File: src/sv/bde_pkg.sv
// Shared types, codes and helpers for the bounded deque engine.
`default_nettype none
package bde_pkg;

   localparam int MAX_ELEMENTS_DEF = 4096;
   localparam int SLOT_W = 16;
   localparam int LEN_W = 17;
   localparam int CSR_IDX_W = 4;
   localparam int CSR_DATA_W = 13;

   localparam logic [3:0] REQ_RESIZE = 4'd0;
   localparam logic [3:0] REQ_DELETE = 4'd1;
   localparam logic [3:0] REQ_SIZE = 4'd2;
   localparam logic [3:0] REQ_READ = 4'd3;
   localparam logic [3:0] REQ_WRITE = 4'd4;
   localparam logic [3:0] REQ_PUSH_FRONT = 4'd5;
   localparam logic [3:0] REQ_PUSH_BACK = 4'd6;
   localparam logic [3:0] REQ_POP_FRONT = 4'd7;
   localparam logic [3:0] REQ_POP_BACK = 4'd8;

   localparam logic [3:0] ST_OK = 4'd0;
   localparam logic [3:0] ST_BAD_INDEX = 4'd1;
   localparam logic [3:0] ST_NEGATIVE = 4'd2;
   localparam logic [3:0] ST_RANGE = 4'd3;
   localparam logic [3:0] ST_RESIZE_QUEUE = 4'd4;
   localparam logic [3:0] ST_SIZE_LIMIT = 4'd5;
   localparam logic [3:0] ST_MISMATCH = 4'd6;
   localparam logic [3:0] ST_NOT_QUEUE = 4'd7;
   localparam logic [3:0] ST_EMPTY = 4'd8;

   localparam logic [CSR_IDX_W-1:0] CSR_IS_QUEUE = 4'd0;
   localparam logic [CSR_IDX_W-1:0] CSR_QUEUE_BOUND = 4'd1;
   localparam logic [CSR_IDX_W-1:0] CSR_ELEMENT_WIDTH = 4'd2;
   localparam logic [CSR_IDX_W-1:0] CSR_NO_UNKNOWN = 4'd3;

   typedef enum logic [1:0] {
      OP_RESP,
      OP_WRITE,
      OP_READ,
      OP_FILL
   } op_type;

   typedef struct packed {
      op_type            op;
      logic [SLOT_W-1:0] slot;
      logic [LEN_W-1:0]  len;
      logic [63:0]       value;
      logic [63:0]       unknown;
      logic [3:0]        status;
   } cmd_type;

   function automatic logic [63:0] width_mask(input logic [6:0] w);
      logic [63:0] m;
      if (w >= 7'd64) begin
         m = '1;
      end else begin
         m = (64'd1 << w) - 64'd1;
      end
      return m;
   endfunction

endpackage
`default_nettype wire

File: src/sv/bde_fifo.sv
// Two-entry command queue between the front and back ends.
`default_nettype none
module bde_fifo (
   input  wire logic             clock,
   input  wire logic             reset,
   input  wire logic             push,
   input  wire bde_pkg::cmd_type push_cmd,
   input  wire logic             pop,
   output bde_pkg::cmd_type      head_cmd,
   output logic                  empty,
   output logic                  full
);
   bde_pkg::cmd_type entry_ff [2];
   logic             rd_ff;
   logic             wr_ff;
   logic [1:0]       cnt_ff;

   always_ff @(posedge clock) begin
      if (reset) begin
         rd_ff <= 1'b0;
         wr_ff <= 1'b0;
         cnt_ff <= 2'd0;
      end else begin
         if (push) begin
            entry_ff[wr_ff] <= push_cmd;
            wr_ff <= ~wr_ff;
         end
         if (pop) begin
            rd_ff <= ~rd_ff;
         end
         cnt_ff <= cnt_ff + {1'b0, push} - {1'b0, pop};
      end
   end

   assign head_cmd = entry_ff[rd_ff];
   assign empty = (cnt_ff == 2'd0);
   assign full = (cnt_ff == 2'd2);
endmodule
`default_nettype wire

File: config.mk
export PLATFORM = sky130hd
export DESIGN_NAME = bde_fifo
export DESIGN_NICKNAME = d
export VERILOG_FILES = /design/src/sv/bde_pkg.sv /design/src/sv/bde_fifo.sv
export SDC_FILE = /design/constraint.sdc
export NUM_CORES = 1
export LEC_CHECK = 0
export BUFFER_PORTS_ARGS = -buffer_cell sky130_fd_sc_hd__buf_2
export CAP_MARGIN = 20
export CORE_MARGIN = 2
export CORE_UTILIZATION = 37
export CTS_CLUSTER_DIAMETER = 80
export DETAILED_ROUTE_END_ITERATION = 8
export GPL_TIMING_DRIVEN = 0
export PLACE_DENSITY = 0.64
export REMOVE_ABC_BUFFERS = 1
export SETUP_SLACK_MARGIN = 0.05
export SLEW_MARGIN = 10
export SYNTH_ARGS = -nofsm -noshare
export SYNTH_HDL_FRONTEND = slang
export SYNTH_SLANG_ARGS = --single-unit
File: constraint.sdc
create_clock -name clock -period 41.9 [get_ports clock]
set_clock_uncertainty 0.05 [all_clocks]
set_input_delay 4.19 -clock clock [delete_from_list [all_inputs] [get_ports clock]]
set_output_delay 4.19 -clock clock [all_outputs]
set_load 0.005 [all_outputs]
* Word level (Yosys, flattened, before mapping) *
Memories as Yosys holds them, arrays and structs flattened. A register that Yosys moved wholly into a read port is not among the register bits.
Index checks and enable logic that the tools add are counted.

storage, ports and cells
  register bits after elaboration = 4
  memory bits (writable) = 334
  input bits = 171
  output and inout bits = 169
  memories kept = 1

memories
  memory    depth  bits a word  rd ports  clocked after Yosys merged registers in  write ports  RTL line        RTL
  entry_ff  2      167          1         1                                        1            bde_fifo.sv:13  bde_pkg::cmd_type entry_ff [2];

cells by class
  mux-type cells = 5
  reductions and logical operators = 1
  equal/unequal tests = 1
  add/subtract/negate cells = 2
  bitwise operators = 2

operators by type and width
  cell                number
  $mux 1              5
  $add 2x1->2         1
  $eq 2x2->1 const B  1
  $logic_not 2->1     1
  $not 1->1           2
  $sub 2x1->2         1

* Longest topological paths before layout *
Gate-level depths: netlist of run 1.

  word-level depth = 3
  gate-level depth with buffers = 6
  mapped depth without buffers = 6

* Worst setup path after synthesis of run 1 *
No wires, ideal clock.

  kind = in2reg
  from = in reset
  to = mem entry_ff[0][0] (netlist bit), enable pin
  arrival time = 16173 ps
  cell stages on the path = 1
  library setup time = 931 ps
  setup slack = 24746 ps
  buffers on the path = 0
  required time = 40919 ps
  cell sequence = nor3b_1

on the way
  word-level cells in the longest chain between the ends = 2

ends and longest elaborated chain
  what                          RTL line        RTL
  start, declared               bde_fifo.sv:5   input wire logic reset,
  $mux 1                        bde_fifo.sv:19  if (reset) begin
  $mux 1 (implied by the code)  bde_fifo.sv:25  entry_ff[wr_ff] <= push_cmd;
  end, declared                 bde_fifo.sv:13

No other way between the ends.

==> out/results.ini, run 1 <==
[run_status]
status = completed

[logic_synthesis]
synth_area_um2 = 12800
yosysUniqueCellTypes = 14
yosysSeqAreaShare = 0.791
netlist_top_cells_area = edfxtp_1 (78%), mux2_4 (15%), mux2_2 (3.3%), buf_6 (1.4%), dfxtp_1 (0.78%)
syn_area_per_cell_um2 = 23.7
ys_ff_latch = 339
yosys_warnings = 0
yosysTopAreaCellShare = 0.783
synth_top_cell_by_area = edfxtp_1
netlist_instances = 541

[power]
total_power_uw = 787
clkPwrFrac = 0.406
p_comb_frac = 0.096
p_int_uw = 629
switching_share = 0.201
p_seq_frac = 0.498
vdd_drop_max_mv = 0.0336
p_leak_uw = 0.00639
powerDensity_nw_per_um2 = 47.7
switchingPower_uw = 158

[global_routing]
grt_pass1_wl_mm = 37.6
grt_pass1_vias = 6729
grt_use_total = 0.137
grt-ovfl-total = 0
grt_start_max_net_pins = 46
antenna_found_initial = 12

[drt]
drtIter0Drc = 335
vias_per_cell = 4.50
routed_wl_mm = 25.4
post_drt_wl_per_cell_um = 18.0
drc = 0
ant_nets = 0
dr.pass1.iters = 4
vias = 6352

[die]
num_rows = 68
core_area_um2 = 34300
die_w_um = 190
die_h_um = 190
dieArea_um2 = 36100
initial_core_util = 0.374
pin_count = 340

[layout]
area_growth_pct = 28.8
drive_gt1_frac = 0.613
final_nets = 1102
nFillCells = 2899
final_cells = 1412

[clock_network]
ctsResizeCount = 0
holdBufCountCts = 0
clk_pin_slew_ns = 0.06
clk_latency_ns = 0.52
cts_sinks = 339
h-tree-depth = 2
clockRootBuffer = clkbuf_16
cts_tree = yes
cts_buffer_depth = 3
cts_inserted_buffers = 37
cts_setup_buffers = 0

[critical_path]
cp-end-kind = output port
regToRegStartpoint = wr_ff
path_max_fanout = 43
arrival_ns = 2.38
cp.required_ns = 37.66
path_class = flip-flop to output port
r2r_end = entry_ff[0][145]
r2r_slack_ns = 39.64
start_kind = flip-flop
endpoint = head_cmd[25]
rr_worst_depth = 6

[timing]
finalSetupViolations = 0
fmax_mhz = 151
drv_slew = 0
slew_headroom = 0.596
period_needed_ns = 6.62
tightest_slew_ns = 0.603
fin_crit_sh = 0.158
hold_viol = 0
fin_tns_setup_ns = 0
rsz0062_at_grt = false

[placement]
dp_cells = 1345
hpwl_mm = 17.6
port_buffers = 339
routabilityCongestion = 0.710

[job]
maxCapViolCount = 0

[min_path]
hp-class = flip-flop to flip-flop

[through the flow]
step / util / cell area [µm²] / hold slack (ns) / worst slack, ns
2_1_floorplan: - / 12600 / 0.430 / 24.75
4_1_cts: 0.481 / 16500 / 0.479 / 35.19
3_5_place_dp: 0.447 / 15300 / 0.463 / 35.58
5_1_grt: 0.481 / 16500 / 0.525 / 35.14
6_report: 0.481 / 16500 / 0.476 / 35.28
3_3_place_gp: 0.434 / 14900 / 0.446 / 16.11
[sequential cells by signal (all words and copies together), names as in the netlist, named ones only]
signal    flops
entry_ff    334
rd_ff         1
wr_ff         1
cnt_ff        2
[area by class of cell]
class | instances | area [µm²] | share of cell area
Antenna cell | 6 | 15.0 | 0.000909
Clock buffer | 48 | 967 | 0.0586
Clock inverter | 13 | 211 | 0.0128
Inverter | 2 | 7.51 | 0.000455
Multi-Input combinational cell | 181 | 2490 | 0.151
Sequential cell | 339 | 10100 | 0.614
Tap cell | 455 | 569 | 0.0345
Timing Repair Buffer | 368 | 2120 | 0.128
[power groups by stage]
stage               clock [µW]  sequential [µW]  combinational [µW]
finish                     319              392                75.8
global route               343              393                82.1
global placement             0              414                80.6
detailed placement           0              399                77.3
CTS                        330              392                77.7
floorplan                    0              408                45.5
[critical path, stage by stage (launching register included)]
cell     delay [ns]
dfxtp_4        0.67
buf_16         0.32
buf_16         0.33
mux2_2         0.37
buf_2          0.13
[layout by cell type, fill, tap and decap left out]
cell type	netlist	layout
buf_12	0	2
nor3b_2	0	1
buf_6	16	15
dfxtp_4	0	1
clkinvlp_4	0	1
nor2b_1	2	2
clkinv_1	0	5
edfxtp_1	334	334
diode_2	0	6
bufinv_16	0	6
mux2_4	130	130
buf_4	0	6
dfxtp_1	5	4
mux2_2	37	37
clkbuf_16	0	37
buf_2	3	339
nor2_1	5	5
buf_16	0	6
inv_1	2	2
and3b_4	0	1
xnor3_1	1	1
clkbuf_1	0	11
clkinv_2	0	1
xnor2_1	2	2
ha_1	2	2
[cell families (layout without fill, tap and decap cells)]
family                   after synthesis  count (layout)  share of synthesized area
XOR/XNOR                               3               3                    0.00312
buffers and inverters                 21             431                     0.0158
AND/OR/NAND/NOR                        9               9                    0.00371
flip-flops                           339             339                      0.791
adder cells (fa/ha/maj)                2               2                    0.00195
multiplexers                         167             167                      0.185
other                                  0               6                          0
[cells in the mapped netlist (all sizes together)]
| library cell | count |
|---|---|
| edfxtp | 334 |
| dfxtp | 5 |
| nor2b | 2 |
| nor2 | 5 |
| buf | 19 |
| ha | 2 |
| and3b | 1 |
| inv | 2 |
| mux2 | 167 |
| xnor2 | 2 |
| nor3b | 1 |
| xnor3 | 1 |
[layer usage]
layer  vias up  wire [µm]  track usage
li1       2942          -            -
met1      3100       9490        0.152
met2       230      12700        0.233
met3        68       2220       0.0520
met4        12        953       0.0680
met5         -         82            0
[worst min-delay path by stage]
stage / start / endpoint / slack [ns] / depth (start not counted)
final: rd_ff / rd_ff / 0.48 / 2
after global routing: rd_ff / rd_ff / 0.52 / 2
after CTS: rd_ff / flip-flop / 0.48 / 2
after detailed placement: rd_ff / flip-flop / 0.46 / 2
after global placement: rd_ff / flip-flop / 0.45 / 2
after floorplan: rd_ff / flip-flop / 0.43 / 2
Power figures use the tool's default switching activity.
==> run 2, diff against run 1 <==
--- a/config.mk
+++ b/config.mk
@@ -5,6 +5,7 @@
 export SDC_FILE = /design/constraint.sdc
 export NUM_CORES = 1
 export LEC_CHECK = 0
+export ABC_AREA = 1
 export BUFFER_PORTS_ARGS = -buffer_cell sky130_fd_sc_hd__buf_2
 export CAP_MARGIN = 20
 export CORE_MARGIN = 2
==> constraint.sdc (replaced) <==
create_clock -name clock -period 6.7 [get_ports clock]
set_clock_uncertainty 0.05 [all_clocks]
set_input_delay 0.67 -clock clock [delete_from_list [all_inputs] [get_ports clock]]
set_output_delay 0.67 -clock clock [all_outputs]
set_load 0.005 [all_outputs]
==> run 2 against run 1 <==
  * Critical path depth up 1
  * Cell area up 0.91%
  * Sequential cell count unchanged
  * Sequential share of layout area down 0.55 points
  * Wire length up 0.89%
  * Worst hold slack worse by 0.20 ns
  * Clock-buffer cell count down 4
  * Non-clock buffer count up 4
  * Global-route usage up 0.22 points
  * First-iteration DRC count down 21%
  * Largest cell class unchanged
==> out/results.ini, run 2 <==
[run_status]
status = completed

[logic_synthesis]
yosysTopAreaCellShare = 0.782  ; about the same
synthFlopType = edfxtp_1
syn_area_per_cell_um2 = 23.2  ; -1.9%
synthArstFlopShare = 0  ; unchanged
synth_edf_count = 334  ; unchanged
netlist_instances = 552  ; +2.0%
yosysSeqAreaShare = 0.790  ; about the same
synth_common_cells = edfxtp_1 (334), mux2_4 (130), mux2_2 (37)
synth_area_um2 = 12800  ; about the same
netlist_top_cells_area = edfxtp_1 (78%), mux2_4 (15%), mux2_2 (3.2%), buf_6 (1.4%), dfxtp_1 (0.78%)
yosysMostFrequentCell = edfxtp_1
synth_top_cell_by_area = edfxtp_1
ys_ff_latch = 339  ; unchanged
yosysUniqueCellTypes = 14  ; unchanged
yosys_warnings = 0  ; unchanged

[clock_network]
cts_setup_buffers = 0  ; unchanged
cts_buffer_depth = 3  ; unchanged
ctsResizeCount = 0  ; unchanged
clockRootBuffer = clkbuf_16
clk_pin_slew_ns = 0.06  ; about the same
cts_inserted_buffers = 38  ; +2.7%
cts_tree = yes
holdBufCountCts = 0  ; unchanged
cts_sinks = 339  ; unchanged
clk_latency_ns = 0.51  ; about the same
h-tree-depth = 2  ; unchanged

[timing]
slew_headroom = 0.489  ; -0.107
finalSetupViolations = 0  ; unchanged
rsz0062_at_grt = false
period_needed_ns = 3.48
tightest_slew_ns = 0.762  ; +0.159 ns
fin_crit_sh = 0.520
hold_viol = 0  ; unchanged
fmax_mhz = 287
drv_slew = 0  ; unchanged

[layout]
final_cell_mix = buf_2 (339), edfxtp_1 (334), mux2_4 (130), clkbuf_16 (41), mux2_2 (37)
top_register = entry_ff
final_nets = 1118  ; +1.5%
largestRegisters = entry_ff (334), cnt_ff (2)
largest_reg_flops = 334  ; unchanged
finalInstanceArea_um2 = 16700  ; +0.91%
area_growth_pct = 29.9
layout_commonest_cell = buf_2
final_cells = 1431  ; +1.3%
drive_gt1_frac = 0.614  ; +0.000924

[critical_path]
r2r_slack_ns = 4.36  ; -35.28 ns
rr_worst_depth = 7  ; +1
path_class = flip-flop to output port
cp-end-kind = output port
path_max_fanout = 44  ; +2.3%
regToRegStartpoint = wr_ff
start_kind = flip-flop
r2r_end = entry_ff[1][114]
arrival_ns = 2.76  ; +0.38 ns
endpoint = head_cmd[12]
cp.required_ns = 5.98  ; -31.68 ns

[placement]
dpl_cell_area_um2 = 15400  ; +0.51%
dp_cells = 1360  ; +1.1%
routabilityCongestion = 0.708  ; -0.28%
port_buffers = 339  ; unchanged
hpwl_mm = 18.2  ; +3.3%

[global_routing]
grt_start_max_net_pins = 45  ; -2.2%
antenna_found_initial = 6  ; -6
grt_pass1_wl_mm = 38.6  ; +2.7%
grt-ovfl-total = 0  ; unchanged
grt_use_total = 0.140  ; +0.00217
grt_pass1_vias = 6953  ; +3.3%

[drt]
drtIter0Drc = 265  ; -21%
post_drt_wl_per_cell_um = 17.9  ; -0.45%
vias_per_cell = 4.46  ; -0.78%
ant_nets = 0  ; unchanged
vias = 6387  ; +0.55%
routed_wl_mm = 25.7  ; +0.89%
drc = 0  ; unchanged
dr.pass1.iters = 6  ; +2

[min_path]
hp-class = input pin to flip-flop
worst_hold_startpoint = push_cmd[41]

[power]
total_power_uw = 4960  ; +530%
powerDensity_nw_per_um2 = 298  ; +520%
vdd_drop_max_mv = 0.215  ; +540%
p_leak_uw = 0.00650  ; +1.6%

[job]
maxCapViolCount = 0  ; unchanged

[die]
initial_core_util = 0.373  ; -0.000670
die_h_um = 190  ; about the same
pin_count = 340  ; unchanged
die_w_um = 190  ; about the same
num_rows = 68  ; unchanged
dieArea_um2 = 36200  ; about the same
core_area_um2 = 34400  ; +0.25%

[run 2: cell types whose count changed after synthesis, sizes merged, moves of 2 or more]
cell	previous run	this run
nand2	0	5
a21oi	0	2
nor2b	2	0
nor2	5	7
inv	2	8
[run 2: cells by family after synthesis]
group / after synthesis / synth area share
and+or+nand+nor: 14 / 0.00429
AOI/OAI and AO/OA: 2 / 0.000781
xor gates and xnor gates: 1 / 0.000683
buffers and inverters: 27 / 0.0176
DFF: 339 / 0.790
adders and majority gates: 2 / 0.00195
muxes: 167 / 0.185
[run 2: final cells by class]
type                       instances  area (µm²)
clock inverter                    25         224
tap                              455         569
inverter                           8        30.0
sequential                       339       10100
antenna                            2        5.00
clock buffer                      44        1040
fill                            2941       17700
timing repair buffer             372        2180
multi-input combinational        186        2480
[run 2: worst max-delay path, stage by stage, from the launching register on]
cell	delay [ns]
dfxtp_4	0.71
buf_16	0.31
buf_16	0.32
buf_16	0.30
mux2_2	0.37
buf_2	0.14
[run 2: report_power, final]
group / switching [µW] / internal (µW) / total [µW]
clock network: 803 / 1260 / 2060
registers: 26.0 / 2410 / 2440
logic: 197 / 258 / 455
[run 2: metal layers]
metal	part of all wire	up-vias	track usage
met3	0.088	48	0.0553
met4	0.023	8	0.0471
li1	-	2983	-
met2	0.50	221	0.243
met1	0.39	3127	0.156
met5	0.0021	-	0
[run 2: per-stage QoR]
stage / setup WS (ns) / util / hold slack (ns) / TNS (ns)
after floorplan: -6.42 / - / 0.387 / -1429.80
after detailed placement: 3.70 / 0.448 / 0.412 / 0
after CTS: 3.14 / 0.485 / 0.244 / 0
after global routing: 3.06 / 0.485 / 0.243 / 0
final: 3.22 / 0.485 / 0.274 / 0
after global placement: -14.18 / 0.433 / 0.404 / -4028.36
[run 2: worst min path at each step]
stage | endpoint | depth (start not counted)
2_1_floorplan | wr_ff | 2
3_3_place_gp | wr_ff | 2
3_5_place_dp | wr_ff | 2
4_1_cts | entry_ff[0][75] | 1
5_1_grt | entry_ff[0][41] | 1
6_report | entry_ff[1][41] | 1
