[config.mk]
export PLATFORM = sky130hd
export DESIGN_NAME = bde_front
export DESIGN_NICKNAME = d
export VERILOG_FILES = /design/src/sv/bde_pkg.sv /design/src/sv/bde_front.sv
export SDC_FILE = /design/constraint.sdc
export NUM_CORES = 1
export LEC_CHECK = 0
export BUFFER_PORTS_ARGS = -buffer_cell sky130_fd_sc_hd__buf_4
export CAP_MARGIN = 5
export CORE_AREA = 2 2 154 156
export CTS_CLUSTER_DIAMETER = 150
export DETAILED_ROUTE_END_ITERATION = 8
export DIE_AREA = 0 0 156 158
export GPL_TIMING_DRIVEN = 1
export PLACE_DENSITY = 0.8
export RECOVER_POWER = 25
export SYNTH_ARGS = -nofsm -noshare
export SYNTH_HDL_FRONTEND = slang
export SYNTH_SLANG_ARGS = --single-unit
[constraint.sdc]
create_clock -name clock -period 7.9 [get_ports clock]
set_input_delay 1.58 -clock clock [delete_from_list [all_inputs] [get_ports clock]]
set_output_delay 1.58 -clock clock [all_outputs]
set_load 0.02 [all_outputs]
[src/sv/bde_pkg.sv]
// Shared types, codes and helpers for the bounded deque engine.
`default_nettype none
package bde_pkg;

   localparam int MAX_ELEMENTS_DEF = 4096;
   localparam int SLOT_W = 16;
   localparam int LEN_W = 17;
   localparam int CSR_IDX_W = 4;
   localparam int CSR_DATA_W = 13;

   localparam logic [3:0] REQ_RESIZE = 4'd0;
   localparam logic [3:0] REQ_DELETE = 4'd1;
   localparam logic [3:0] REQ_SIZE = 4'd2;
   localparam logic [3:0] REQ_READ = 4'd3;
   localparam logic [3:0] REQ_WRITE = 4'd4;
   localparam logic [3:0] REQ_PUSH_FRONT = 4'd5;
   localparam logic [3:0] REQ_PUSH_BACK = 4'd6;
   localparam logic [3:0] REQ_POP_FRONT = 4'd7;
   localparam logic [3:0] REQ_POP_BACK = 4'd8;

   localparam logic [3:0] ST_OK = 4'd0;
   localparam logic [3:0] ST_BAD_INDEX = 4'd1;
   localparam logic [3:0] ST_NEGATIVE = 4'd2;
   localparam logic [3:0] ST_RANGE = 4'd3;
   localparam logic [3:0] ST_RESIZE_QUEUE = 4'd4;
   localparam logic [3:0] ST_SIZE_LIMIT = 4'd5;
   localparam logic [3:0] ST_MISMATCH = 4'd6;
   localparam logic [3:0] ST_NOT_QUEUE = 4'd7;
   localparam logic [3:0] ST_EMPTY = 4'd8;

   localparam logic [CSR_IDX_W-1:0] CSR_IS_QUEUE = 4'd0;
   localparam logic [CSR_IDX_W-1:0] CSR_QUEUE_BOUND = 4'd1;
   localparam logic [CSR_IDX_W-1:0] CSR_ELEMENT_WIDTH = 4'd2;
   localparam logic [CSR_IDX_W-1:0] CSR_NO_UNKNOWN = 4'd3;

   typedef enum logic [1:0] {
      OP_RESP,
      OP_WRITE,
      OP_READ,
      OP_FILL
   } op_type;

   typedef struct packed {
      op_type            op;
      logic [SLOT_W-1:0] slot;
      logic [LEN_W-1:0]  len;
      logic [63:0]       value;
      logic [63:0]       unknown;
      logic [3:0]        status;
   } cmd_type;

   function automatic logic [63:0] width_mask(input logic [6:0] w);
      logic [63:0] m;
      if (w >= 7'd64) begin
         m = '1;
      end else begin
         m = (64'd1 << w) - 64'd1;
      end
      return m;
   endfunction

endpackage
`default_nettype wire

[src/sv/bde_front.sv]
// Front end: configuration, request checks, head and count bookkeeping.
`default_nettype none
module bde_front #(
   parameter int MAX_ELEMENTS = bde_pkg::MAX_ELEMENTS_DEF
) (
   input  wire logic                            clock,
   input  wire logic                            reset,
   input  wire logic                            csr_we,
   input  wire logic [bde_pkg::CSR_IDX_W-1:0]   csr_index,
   input  wire logic [bde_pkg::CSR_DATA_W-1:0]  csr_wdata,
   input  wire logic                            accept,
   input  wire logic [3:0]                      req_type,
   input  wire logic [63:0]                     req_index_value,
   input  wire logic                            req_index_unknown,
   input  wire logic [6:0]                      req_index_width,
   input  wire logic                            req_index_signed,
   input  wire logic [63:0]                     req_data_value,
   input  wire logic [63:0]                     req_data_unknown_bits,
   input  wire logic [6:0]                      req_data_width,
   output bde_pkg::cmd_type                     cmd
);
   localparam int AW = (MAX_ELEMENTS > 1) ? $clog2(MAX_ELEMENTS) : 1;
   localparam int CW = $clog2(MAX_ELEMENTS + 1);

   logic          is_queue_ff;
   logic [12:0]   queue_bound_ff;
   logic [6:0]    element_width_ff;
   logic          no_unknown_ff;
   logic [CW-1:0] cnt_ff;
   logic [CW-1:0] cnt_in;
   logic [AW-1:0] head_ff;
   logic [AW-1:0] head_in;

   logic [63:0]   dmask;
   logic [63:0]   dv;
   logic [63:0]   du;
   logic          idx_bad;
   logic          sgn_use;
   logic [63:0]   idx_rw;
   logic          type_ok;
   logic [CW-1:0] bound;
   logic [CW:0]   cnt_p1;
   logic [CW-1:0] push_cnt;
   logic [AW-1:0] head_dec;

   function automatic logic [AW-1:0] wrap(input logic [AW:0] sum);
      logic [AW:0] r;
      r = sum;
      if (sum >= (AW+1)'(MAX_ELEMENTS)) begin
         r = sum - (AW+1)'(MAX_ELEMENTS);
      end
      return r[AW-1:0];
   endfunction

   always_comb begin
      dmask = bde_pkg::width_mask(req_data_width);
      dv = req_data_value & dmask;
      du = req_data_unknown_bits & dmask;
      idx_bad = (req_index_width == 7'd0) || (req_index_width > 7'd64) || req_index_unknown;
      sgn_use = req_index_signed && (req_index_width <= 7'd32);
      idx_rw = sgn_use ? {32'd0, req_index_value[31:0]} : req_index_value;
      type_ok = (req_data_width == element_width_ff) && !(no_unknown_ff && (du != 64'd0));
      if ((queue_bound_ff == 13'd0) || ({19'd0, queue_bound_ff} > 32'(MAX_ELEMENTS))) begin
         bound = CW'(MAX_ELEMENTS);
      end else begin
         bound = CW'(queue_bound_ff);
      end
      cnt_p1 = {1'b0, cnt_ff} + (CW+1)'(1);
      push_cnt = (cnt_p1 > {1'b0, bound}) ? cnt_ff : cnt_p1[CW-1:0];
      head_dec = (head_ff == '0) ? AW'(MAX_ELEMENTS - 1) : head_ff - AW'(1);

      cmd.op = bde_pkg::OP_RESP;
      cmd.slot = '0;
      cmd.len = '0;
      cmd.value = 64'd0;
      cmd.unknown = 64'd0;
      cmd.status = bde_pkg::ST_OK;
      cnt_in = cnt_ff;
      head_in = head_ff;

      case (req_type)
         bde_pkg::REQ_RESIZE: begin
            if (is_queue_ff) begin
               cmd.status = bde_pkg::ST_RESIZE_QUEUE;
            end else if (idx_bad) begin
               cmd.status = bde_pkg::ST_BAD_INDEX;
            end else if (req_index_value > 64'(MAX_ELEMENTS)) begin
               cmd.status = bde_pkg::ST_SIZE_LIMIT;
            end else begin
               cmd.op = bde_pkg::OP_FILL;
               cmd.len = bde_pkg::LEN_W'(req_index_value[CW-1:0]);
               cnt_in = req_index_value[CW-1:0];
               head_in = '0;
            end
         end
         bde_pkg::REQ_DELETE: begin
            cnt_in = '0;
            head_in = '0;
         end
         bde_pkg::REQ_SIZE: begin
            cmd.value = 64'(cnt_ff);
         end
         bde_pkg::REQ_READ, bde_pkg::REQ_WRITE: begin
            if (idx_bad) begin
               cmd.status = bde_pkg::ST_BAD_INDEX;
            end else if (sgn_use && req_index_value[31]) begin
               cmd.status = bde_pkg::ST_NEGATIVE;
            end else if (idx_rw >= 64'(cnt_ff)) begin
               cmd.status = bde_pkg::ST_RANGE;
            end else if (req_type == bde_pkg::REQ_READ) begin
               cmd.op = bde_pkg::OP_READ;
               cmd.slot = bde_pkg::SLOT_W'(wrap({1'b0, head_ff} + (AW+1)'(idx_rw[AW-1:0])));
            end else if (!type_ok) begin
               cmd.status = bde_pkg::ST_MISMATCH;
            end else begin
               cmd.op = bde_pkg::OP_WRITE;
               cmd.slot = bde_pkg::SLOT_W'(wrap({1'b0, head_ff} + (AW+1)'(idx_rw[AW-1:0])));
               cmd.value = dv;
               cmd.unknown = du;
            end
         end
         bde_pkg::REQ_PUSH_FRONT, bde_pkg::REQ_PUSH_BACK: begin
            if (!is_queue_ff) begin
               cmd.status = bde_pkg::ST_NOT_QUEUE;
            end else if (!type_ok) begin
               cmd.status = bde_pkg::ST_MISMATCH;
            end else if (req_type == bde_pkg::REQ_PUSH_FRONT) begin
               cmd.op = bde_pkg::OP_WRITE;
               cmd.slot = bde_pkg::SLOT_W'(head_dec);
               cmd.value = dv;
               cmd.unknown = du;
               head_in = head_dec;
               cnt_in = push_cnt;
            end else if (cnt_ff < CW'(MAX_ELEMENTS)) begin
               cmd.op = bde_pkg::OP_WRITE;
               cmd.slot = bde_pkg::SLOT_W'(wrap({1'b0, head_ff} + (AW+1)'(cnt_ff)));
               cmd.value = dv;
               cmd.unknown = du;
               cnt_in = push_cnt;
            end
         end
         bde_pkg::REQ_POP_FRONT, bde_pkg::REQ_POP_BACK: begin
            if (!is_queue_ff) begin
               cmd.status = bde_pkg::ST_NOT_QUEUE;
            end else if (cnt_ff == '0) begin
               cmd.status = bde_pkg::ST_EMPTY;
            end else begin
               cmd.op = bde_pkg::OP_READ;
               cnt_in = cnt_ff - CW'(1);
               if (req_type == bde_pkg::REQ_POP_FRONT) begin
                  cmd.slot = bde_pkg::SLOT_W'(head_ff);
                  head_in = wrap({1'b0, head_ff} + (AW+1)'(1));
               end else begin
                  cmd.slot = bde_pkg::SLOT_W'(wrap({1'b0, head_ff}
                                                   + (AW+1)'(cnt_ff - CW'(1))));
               end
            end
         end
         default: begin
         end
      endcase
   end

   always_ff @(posedge clock) begin
      if (reset) begin
         is_queue_ff <= 1'b1;
         queue_bound_ff <= 13'd0;
         element_width_ff <= 7'd32;
         no_unknown_ff <= 1'b0;
         cnt_ff <= '0;
         head_ff <= '0;
      end else begin
         if (csr_we) begin
            case (csr_index)
               bde_pkg::CSR_IS_QUEUE: is_queue_ff <= csr_wdata[0];
               bde_pkg::CSR_QUEUE_BOUND: queue_bound_ff <= csr_wdata;
               bde_pkg::CSR_ELEMENT_WIDTH: element_width_ff <= csr_wdata[6:0];
               bde_pkg::CSR_NO_UNKNOWN: no_unknown_ff <= csr_wdata[0];
               default: begin
               end
            endcase
         end
         if (accept) begin
            cnt_ff <= cnt_in;
            head_ff <= head_in;
         end
      end
   end
endmodule
`default_nettype wire

Word-level counts from Yosys, hierarchy flattened --
Cells that the tools add are included.
Operators by class: equal/unequal tests 22, multiplexer cells 72, bitwise gates (word level) 2, add/subtract/negate cells 12, reductions and logical operators 25, shift operators 1, order comparisons 12
Operators with widths (count):
- two-way mux 128 bit | 8
- case mux 64 bit (3 select lines) | 1
- two-way mux 13 bit | 14
- two-way mux 12 bit | 15
- two-way mux 132 bit | 1
- AND 64 bit | 2
- two-way mux 64 bit | 2
- case mux 64 bit (2 select lines) | 1
- two-way mux 18 bit | 6
- two-way mux 17 bit | 6
- >= comparator 64 x 13 -> 1 bit | 1
- > comparator 64 x 13 -> 1 bit (second input constant) | 1
- nonzero test 64 bit | 1
- << shifter 1 x 7 -> 64 bit (first input constant) | 1
- subtractor 64 x 1 -> 64 bit (second input constant) | 1
- subtractor 12 x 1 -> 12 bit (second input constant) | 5
- >= comparator 13 bit (second input constant) | 4
- case mux 13 bit (4 select lines) | 1
- case mux 12 bit (4 select lines) | 1
- case mux 16 bit (3 select lines) | 1
- adder 12 x 13 -> 13 bit | 2
- logical NOT 13 bit | 2
- two-way mux 4 bit | 5
- != test 2 bit (second input constant) | 9
- 31 further kinds | 55
Word-level totals: output and inout bits 167, word-level logic and storage cells 152, register bits 47

Depth between registers and ports, before layout --
Gate-level depths: netlist of run 1.
depth in word-level cells 14, depth in mapped cells 21, depth with buffers taken out 15

Least setup slack after synthesis of run 1 --
OpenSTA, ideal clock, no wires.
path kind input-to-output, start input req_data_width[6], end output cmd[90] (netlist name), data arrival time 5829 ps, required time 6320 ps, setup slack 491 ps, cell stages on the path 18, path through buf_2 > buf_2 > buf_2 > buf_1 > clkbuf_1 > nor3_1 > nand3_1 > ha_1 > clkbuf_1 > o21ai_1 > or3_1 > nand3_1 > nand4_1 > a2111oi_2 > nand2_2 > o21ai_2 > nand3_2 > a2111oi_1
RTL lines:
- from (decl) | RTL line bde_front.sv:19 | input wire logic [6:0] req_data_width,
- to (decl) | RTL line bde_front.sv:20 | output bde_pkg::cmd_type cmd

==> metrics.txt, run 1 <==
failing checks=max-capacitance violations, max-slew violations; area added between synthesis and finish=32.9%; R2R Setup Slk=2.69 ns; crit path max-delay cell type=a2111oi_1; DRT iter0 DRCs=1456; number of clock sinks=47; number of buffer and inverter stages on the critical path=5; CTS root buffer=clkbuf_16; post-synthesis register bit count=47; xor and xnor area share after synthesis=0.0636; PwrDens=84.8 mW/mm^2; Leakage Power=5.95 nW; library cell with the largest summed area after synthesis=dfxtp_1; I/O Pins=400; leading cell types by total area after synthesis=dfxtp_1, ha_1, nor2_1, xnor2_1, nand2_1; EDFF count, synth=0; via count of the first global-routing pass=12200; number of input and output port buffers inserted=391; GRT Total Usage=0.375; fraction of the mapped netlist area in compound gates=0.289; final setup violation count=0; dominant combinational cell family by area after synthesis=simple AND/OR/NAND/NOR gates; number of antenna violations at the first check in global routing=3; TritonCTS Buffers=5; setup TNS=0 ns; Clock Skews=0.00844 ns; WP data arrival=6.04 ns; core region area=0.0231 mm^2; number of max-cap violations=2; height of the chip=158 um; DR vias/cell=6.40; Worst Max-Slew Pin Slew=2.38 ns; detailed placement HPWL=38600 um; horizontal die dimension=156 um; count of TritonRoute iterations in the first routing pass=6; final hold violation count=0; post-detailed-route DRC marker count=0; gpl congestion=1.06; most used routing layer in global routing=met2; number of pins with negative max-slew slack in the final report=73; ys async rst share=0; GR met1 Demand/Resource=0.464; Total Power=1.09 mW; maximum root-to-sink buffer count=2; top flip-flop cell by instance count after synthesis=dfxtp_1; pre-CTS setup slack=0.202 ns; Worst path most repeated cell=buf_4; overflow left after global routing=0; normalized max-slew margin=-0.584; category of the worst setup path capture point=output pin; worst-case hold slack=0.519 ns; unrepaired setup endpoints after global routing=false; starting utilization of the core area=0.418; crit path max fanout=31; type of the worst min-delay path=reg2reg; standard-cell row count=56; upper clock frequency limit=0.131 GHz; critical path required time=6.32 ns; Clock H-tree levels=2; start-to-end type of the worst setup path=in2out; Synth Area per Inst=6.92 um^2; post-DR wirelength/cell=24.1 um; delay of the slowest critical-path stage=0.39 ns; minimum period implied by the final worst setup slack=7.62 ns; global routing met2 resource utilization=0.625; post-synthesis cell type count=101; Yosys top cell area share=0.0976; setup slack of the critical path after layout=0.277 ns; vias=12900; routed wire length=48500 um; sequence of cells on the critical path=buf_4 > nor2_1 > nand3_1 > ha_1 > inv_1 > buf_4 > o2111ai_1 > a31oi_1 > a2111oi_1 > nand4b_1 > nor4_4 > nand2_2 > o21ai_2 > nand3_2 > buf_4 > nor3_1 > buf_4; global-route wire length before repair=71200 um; met3 global-route usage=0.0600; Setup Fix Bufs, Post-CTS=0; later-pin clock latency in the skew report=0.30 ns; synthesized netlist cell count=1392; share of the yosys chip area belonging to registers=0.0976; Die Footprint=0.0246 mm^2; simple-gate share of the synthesized area=0.337; number of warnings printed during yosys synthesis=0; Reg clk slew, reported paths=0.07 ns; outcome=finished with violations; count of antenna-violating nets left after detailed routing=0; fraction of final layout cells with drive strength greater than 1=0.273; post-route clock period utilization=0.965; pin count of the biggest net entering global routing=52; Worst Setup Start Kind=primary input; maximum ir drop on the vdd rail=0.0787 mV; filler instances=2228; CTS tree=done; Adder-Cell Fraction of Synth Area=0.0929; CP delay by family, top=simple AND/OR/NAND/NOR gates; cell area after synthesis=0.00964 mm^2; Net count, final=2017; share of synthesized area spent on multiplexers=0.0397
-- where the power goes --
group,leakage (nW),switching (mW),internal (mW)
clock network,0.0742,0.104,0.119
registers,0.381,0.0242,0.245
logic,5.50,0.346,0.247
total,5.95,0.474,0.611
-- metal layers --
layer  vias to the layer above  part of all wire
met5                         -                 0
met4                         0             0.063
met3                       175             0.092
met2                       850              0.46
met1                      5976              0.38
li1                       5859                 -
-- synth_stat cells, drive strengths merged, types with 26 or more instances --
master and instances:
nand3 45, ha 66, o21ai 93, nand2 109, xnor2 49, mux2i 36, nor3 49, dfxtp 47
nand4 26, clkbuf 58, buf 57, nor2 145, and3 53, inv 57, nor4 30, a21oi 65
-- kinds of logic (layout without fill, tap and decap cells) --
kind of cell / Yosys count / in the layout
AOI/OAI and AO/OA: 390 / 390
xor gates and xnor gates: 70 / 70
adders and majority gates: 70 / 70
buffers and inverters: 172 / 489
DFF: 47 / 47
muxes: 38 / 38
other: 1 / 11
and+or+nand+nor: 604 / 604
-- per-stage QoR --
stage,cell area (um^2),std cells,utilization
after floorplan,9670,1399,-
after global placement,12700,1998,0.551
after detailed placement,12700,1998,0.551
after CTS,12800,2006,0.557
after global routing,12800,2009,0.556
final,12800,2009,0.556
-- area by class of cell --
cell class | count | area, um^2 | area share
tap | 290 | 363 | 0.0283
antenna | 3 | 7.51 | 0.000586
inverter | 57 | 214 | 0.0167
sequential | 47 | 941 | 0.0735
timing repair buffer | 424 | 3170 | 0.247
clock buffer | 5 | 125 | 0.00977
multi-input combinational | 1180 | 7970 | 0.622
clock inverter | 3 | 22.5 | 0.00176
-- worst reg2reg max path, stage by stage, from the launching register on --
cell and delay (ns):
dfxtp_1 0.64, ha_1 0.30, nand4_1 0.22, nor4_1 0.36, xnor2_1 0.24, ha_1 0.31
a21oi_1 0.13, o21ai_0 0.09, a221oi_1 0.30, o21ai_0 0.24, nor2_1 0.19, nand4b_1 0.16
a21oi_1 1.47, nor2_1 0.12, a311oi_1 0.33
-- repair_timing --
action	4_1_cts	5_1_grt
endpoints found under the setup margin	0	72
hold buffers	0	0
gates resized for setup	0	4
-- final timing paths --
| kind | from | endpoint | depth (start not counted) |
|---|---|---|---|
| min | element_width_ff[2] | element_width_ff[2] | 2 |
| min reg2reg | element_width_ff[2] | element_width_ff[2] | 2 |
| max reg2reg | cnt_ff[0] | cnt_ff[8] | 14 |
| max | req_data_width[0] | cmd[129] | 17 |
-- cells in the final DEF (no fill, tap or decap), types with 36 or more instances in the layout --
| master | synthesis | final |
|---|---|---|
| nor2_1 | 145 | 145 |
| nand2_1 | 108 | 108 |
| buf_4 | 21 | 414 |
| and3_1 | 53 | 52 |
| dfxtp_1 | 47 | 47 |
| inv_1 | 57 | 57 |
| nor3_1 | 48 | 48 |
| o21ai_0 | 76 | 77 |
| nand3_1 | 44 | 44 |
| mux2i_1 | 36 | 36 |
| xnor2_1 | 49 | 49 |
| ha_1 | 66 | 66 |
| a21oi_1 | 64 | 64 |
-- flip-flops by register name, indices dropped and copies added (netlist names) --
name              count
cnt_ff               13
element_width_ff      7
head_ff              12
no_unknown_ff         1
is_queue_ff           1
queue_bound_ff       13
Power figures use the tool's default switching activity.
==> run 2: changes to the inputs <==
Settings changed: REMOVE_ABC_BUFFERS set to 1.
==> metrics.txt, run 2 (synthesis gave the netlist of run 1 again) <==
outcome=finished with violations; failing checks=max-capacitance violations, max-slew violations; crit path max fanout=27 (-13%); final hold violation count=0 (unchanged); most frequent cells in the layout=buf_4, nor2_1, nand2_1; Clock H-tree levels=2 (unchanged); Net count, final=2023 (+0.30%); GRT Total Usage=0.379 (+0.00406); area added between synthesis and finish=33.1%; Worst Setup Start Kind=primary input; CTS tree=done; number of clock sinks=47 (unchanged); setup TNS=0 ns (unchanged); unrepaired setup endpoints after global routing=false; global-route wire length before repair=72000 um (+1.1%); detailed placement HPWL=39500 um (+2.4%); horizontal die dimension=156 um (unchanged); Reg clk slew, reported paths=0.08 ns (about the same); filler instances=2286 (+2.6%); type of the worst min-delay path=reg2reg; most used routing layer in global routing=met2; critical path required time=6.32 ns (about the same); standard-cell row count=56 (unchanged); CTS root buffer=clkbuf_16; height of the chip=158 um (unchanged); normalized max-slew margin=-0.529 (+0.0546); largest registers=cnt_ff (13), queue_bound_ff (13), head_ff (12); post-route clock period utilization=0.969 (+0.00439); Setup Fix Bufs, Post-CTS=0 (unchanged); WP data arrival=6.08 ns (+0.04 ns); area occupied by multi-input gates=0.00796 mm^2 (about the same); maximum root-to-sink buffer count=2 (unchanged); worst r2r path cells=14 (unchanged); TritonCTS Buffers=5 (unchanged); sequence of cells on the critical path=buf_4 > nor2_1 > nand3_1 > ha_1 > inv_1 > buf_4 > o2111ai_1 > a31oi_1 > a2111oi_2 > nand4b_1 > nor4_2 > nand2_2 > o21ai_2 > nand3_2 > nor3b_1 > buf_4 > buf_4; overflow left after global routing=0 (unchanged); category of the worst setup path capture point=output pin; post-DR wirelength/cell=24.4 um (+1.3%); pin count of the biggest net entering global routing=47 (-9.6%); Die Footprint=0.0246 mm^2 (unchanged); hold buffer count at CTS=0 (unchanged); upper clock frequency limit=0.131 GHz (-0.45%); delay of the slowest critical-path stage=0.55 ns (+0.16 ns); Clock Skews=0.0106 ns (+0.00216 ns); number of pins with negative max-slew slack in the final report=73 (unchanged); fraction of final layout cells with drive strength greater than 1=0.274 (+0.00137); gpl congestion=1.02 (-3.3%); via count of the first global-routing pass=12000 (-1.4%); number of max-cap violations=2 (unchanged); number of antenna violations at the first check in global routing=2 (-1); post-detailed-route DRC marker count=0 (unchanged); DR vias/cell=6.41 (+0.20%); met3 global-route usage=0.0701 (+0.0101); post-route standard cell area excluding fillers=0.0128 mm^2 (+0.20%); core region area=0.0231 mm^2 (unchanged); worst hold path depth=2 (unchanged); crit path max-delay cell type=nor3b_1; later-pin clock latency in the skew report=0.30 ns (about the same); vias=12900 (+0.40%); maximum ir drop on the vdd rail=0.0781 mV (-0.73%); Placed Area=0.0127 mm^2 (+0.32%); minimum period implied by the final worst setup slack=7.66 ns (+0.0346 ns); final setup violation count=0 (unchanged); GR met1 Demand/Resource=0.490 (+0.0256); Worst Max-Slew Pin Slew=2.29 ns (-0.0819 ns); routed wire length=49200 um (+1.5%); Worst path most repeated cell=buf_4; count of TritonRoute iterations in the first routing pass=6 (unchanged); PwrDens=85.8 mW/mm^2 (+1.2%); I/O Pins=400 (unchanged); sequential cell area=941 um^2 (unchanged); count of antenna-violating nets left after detailed routing=0 (unchanged); global routing met2 resource utilization=0.629 (+0.00337); most common cell after layout, fill and taps aside=buf_4; start-to-end type of the worst setup path=in2out; number of input and output port buffers inserted=391 (unchanged); DRT iter0 DRCs=1482 (+1.8%); Leakage Power=5.97 nW (+0.37%); starting utilization of the core area=0.418 (unchanged)
run 2: cell count changes in the layout (fill, tap and decap cells not counted), moves of 2 or more:
cell | before | now
and2_0 | 8 | 5
and2_1 | 15 | 18
buf_4 | 414 | 416
clkbuf_1 | 8 | 11
diode_2 | 3 | 1
o21ai_0 | 77 | 80
o21ai_1 | 13 | 10
run 2: final cells by class:
type | count | share of cell area
multi-input cells | 1180 | 0.620
repair buffers | 430 | 0.250
flip-flops and latches | 47 | 0.0733
well taps | 290 | 0.0283
inverters | 57 | 0.0167
clock buffers | 5 | 0.00975
clock inverters | 3 | 0.00175
diodes | 1 | 0.000195
run 2: worst paths after layout:
path	from	to	slack, ns
hold / removal	element_width_ff[5]	element_width_ff[5]	0.52
setup / recovery	req_data_width[0]	cmd[86]	0.24
hold reg to reg	element_width_ff[5]	element_width_ff[5]	0.52
setup reg to reg	cnt_ff[0]	cnt_ff[12]	2.55
run 2: per-layer routing:
metal | share of wire | wire [um]
met5 | 0 | 0
met1 | 0.40 | 19700
met4 | 0.044 | 2170
met3 | 0.10 | 5040
met2 | 0.45 | 22200
run 2: critical path: cells and delay by family:
| kind | cells | cell delay, ns |
|---|---|---|
| simple gates | 7 | 1.99 |
| compound gates | 4 | 1.32 |
| buf+inv | 5 | 0.99 |
| fa+ha+maj | 1 | 0.20 |
run 2: what timing repair did:
item                       in CTS  in global routing
resized for setup               1                  3
setup endpoints to repair       1                 99
hold endpoints to repair        0                  0
run 2: stage by stage:
| step | setup slack [ns] | instances | hold slack (ns) | power, mW | util |
|---|---|---|---|---|---|
| 4_1_cts | 0.114 | 2012 | 0.516 | 1.08 | 0.559 |
| 6_report | 0.242 | 2013 | 0.516 | 1.10 | 0.557 |
| 3_3_place_gp | 0.0146 | 2004 | 0.490 | 0.850 | 0.552 |
| 5_1_grt | 0.0414 | 2013 | 0.544 | 1.15 | 0.557 |
| 2_1_floorplan | 0.356 | 1284 | 0.463 | 0.583 | - |
| 3_5_place_dp | 0.0120 | 2004 | 0.498 | 0.856 | 0.552 |
run 2: report_power, final:
part / leakage (nW) / internal (mW) / switching [mW] / total [mW]
clock network: 0.0742 / 0.119 / 0.112 / 0.231
registers: 0.381 / 0.245 / 0.0262 / 0.271
logic: 5.52 / 0.248 / 0.350 / 0.599
total: 5.97 / 0.612 / 0.489 / 1.10
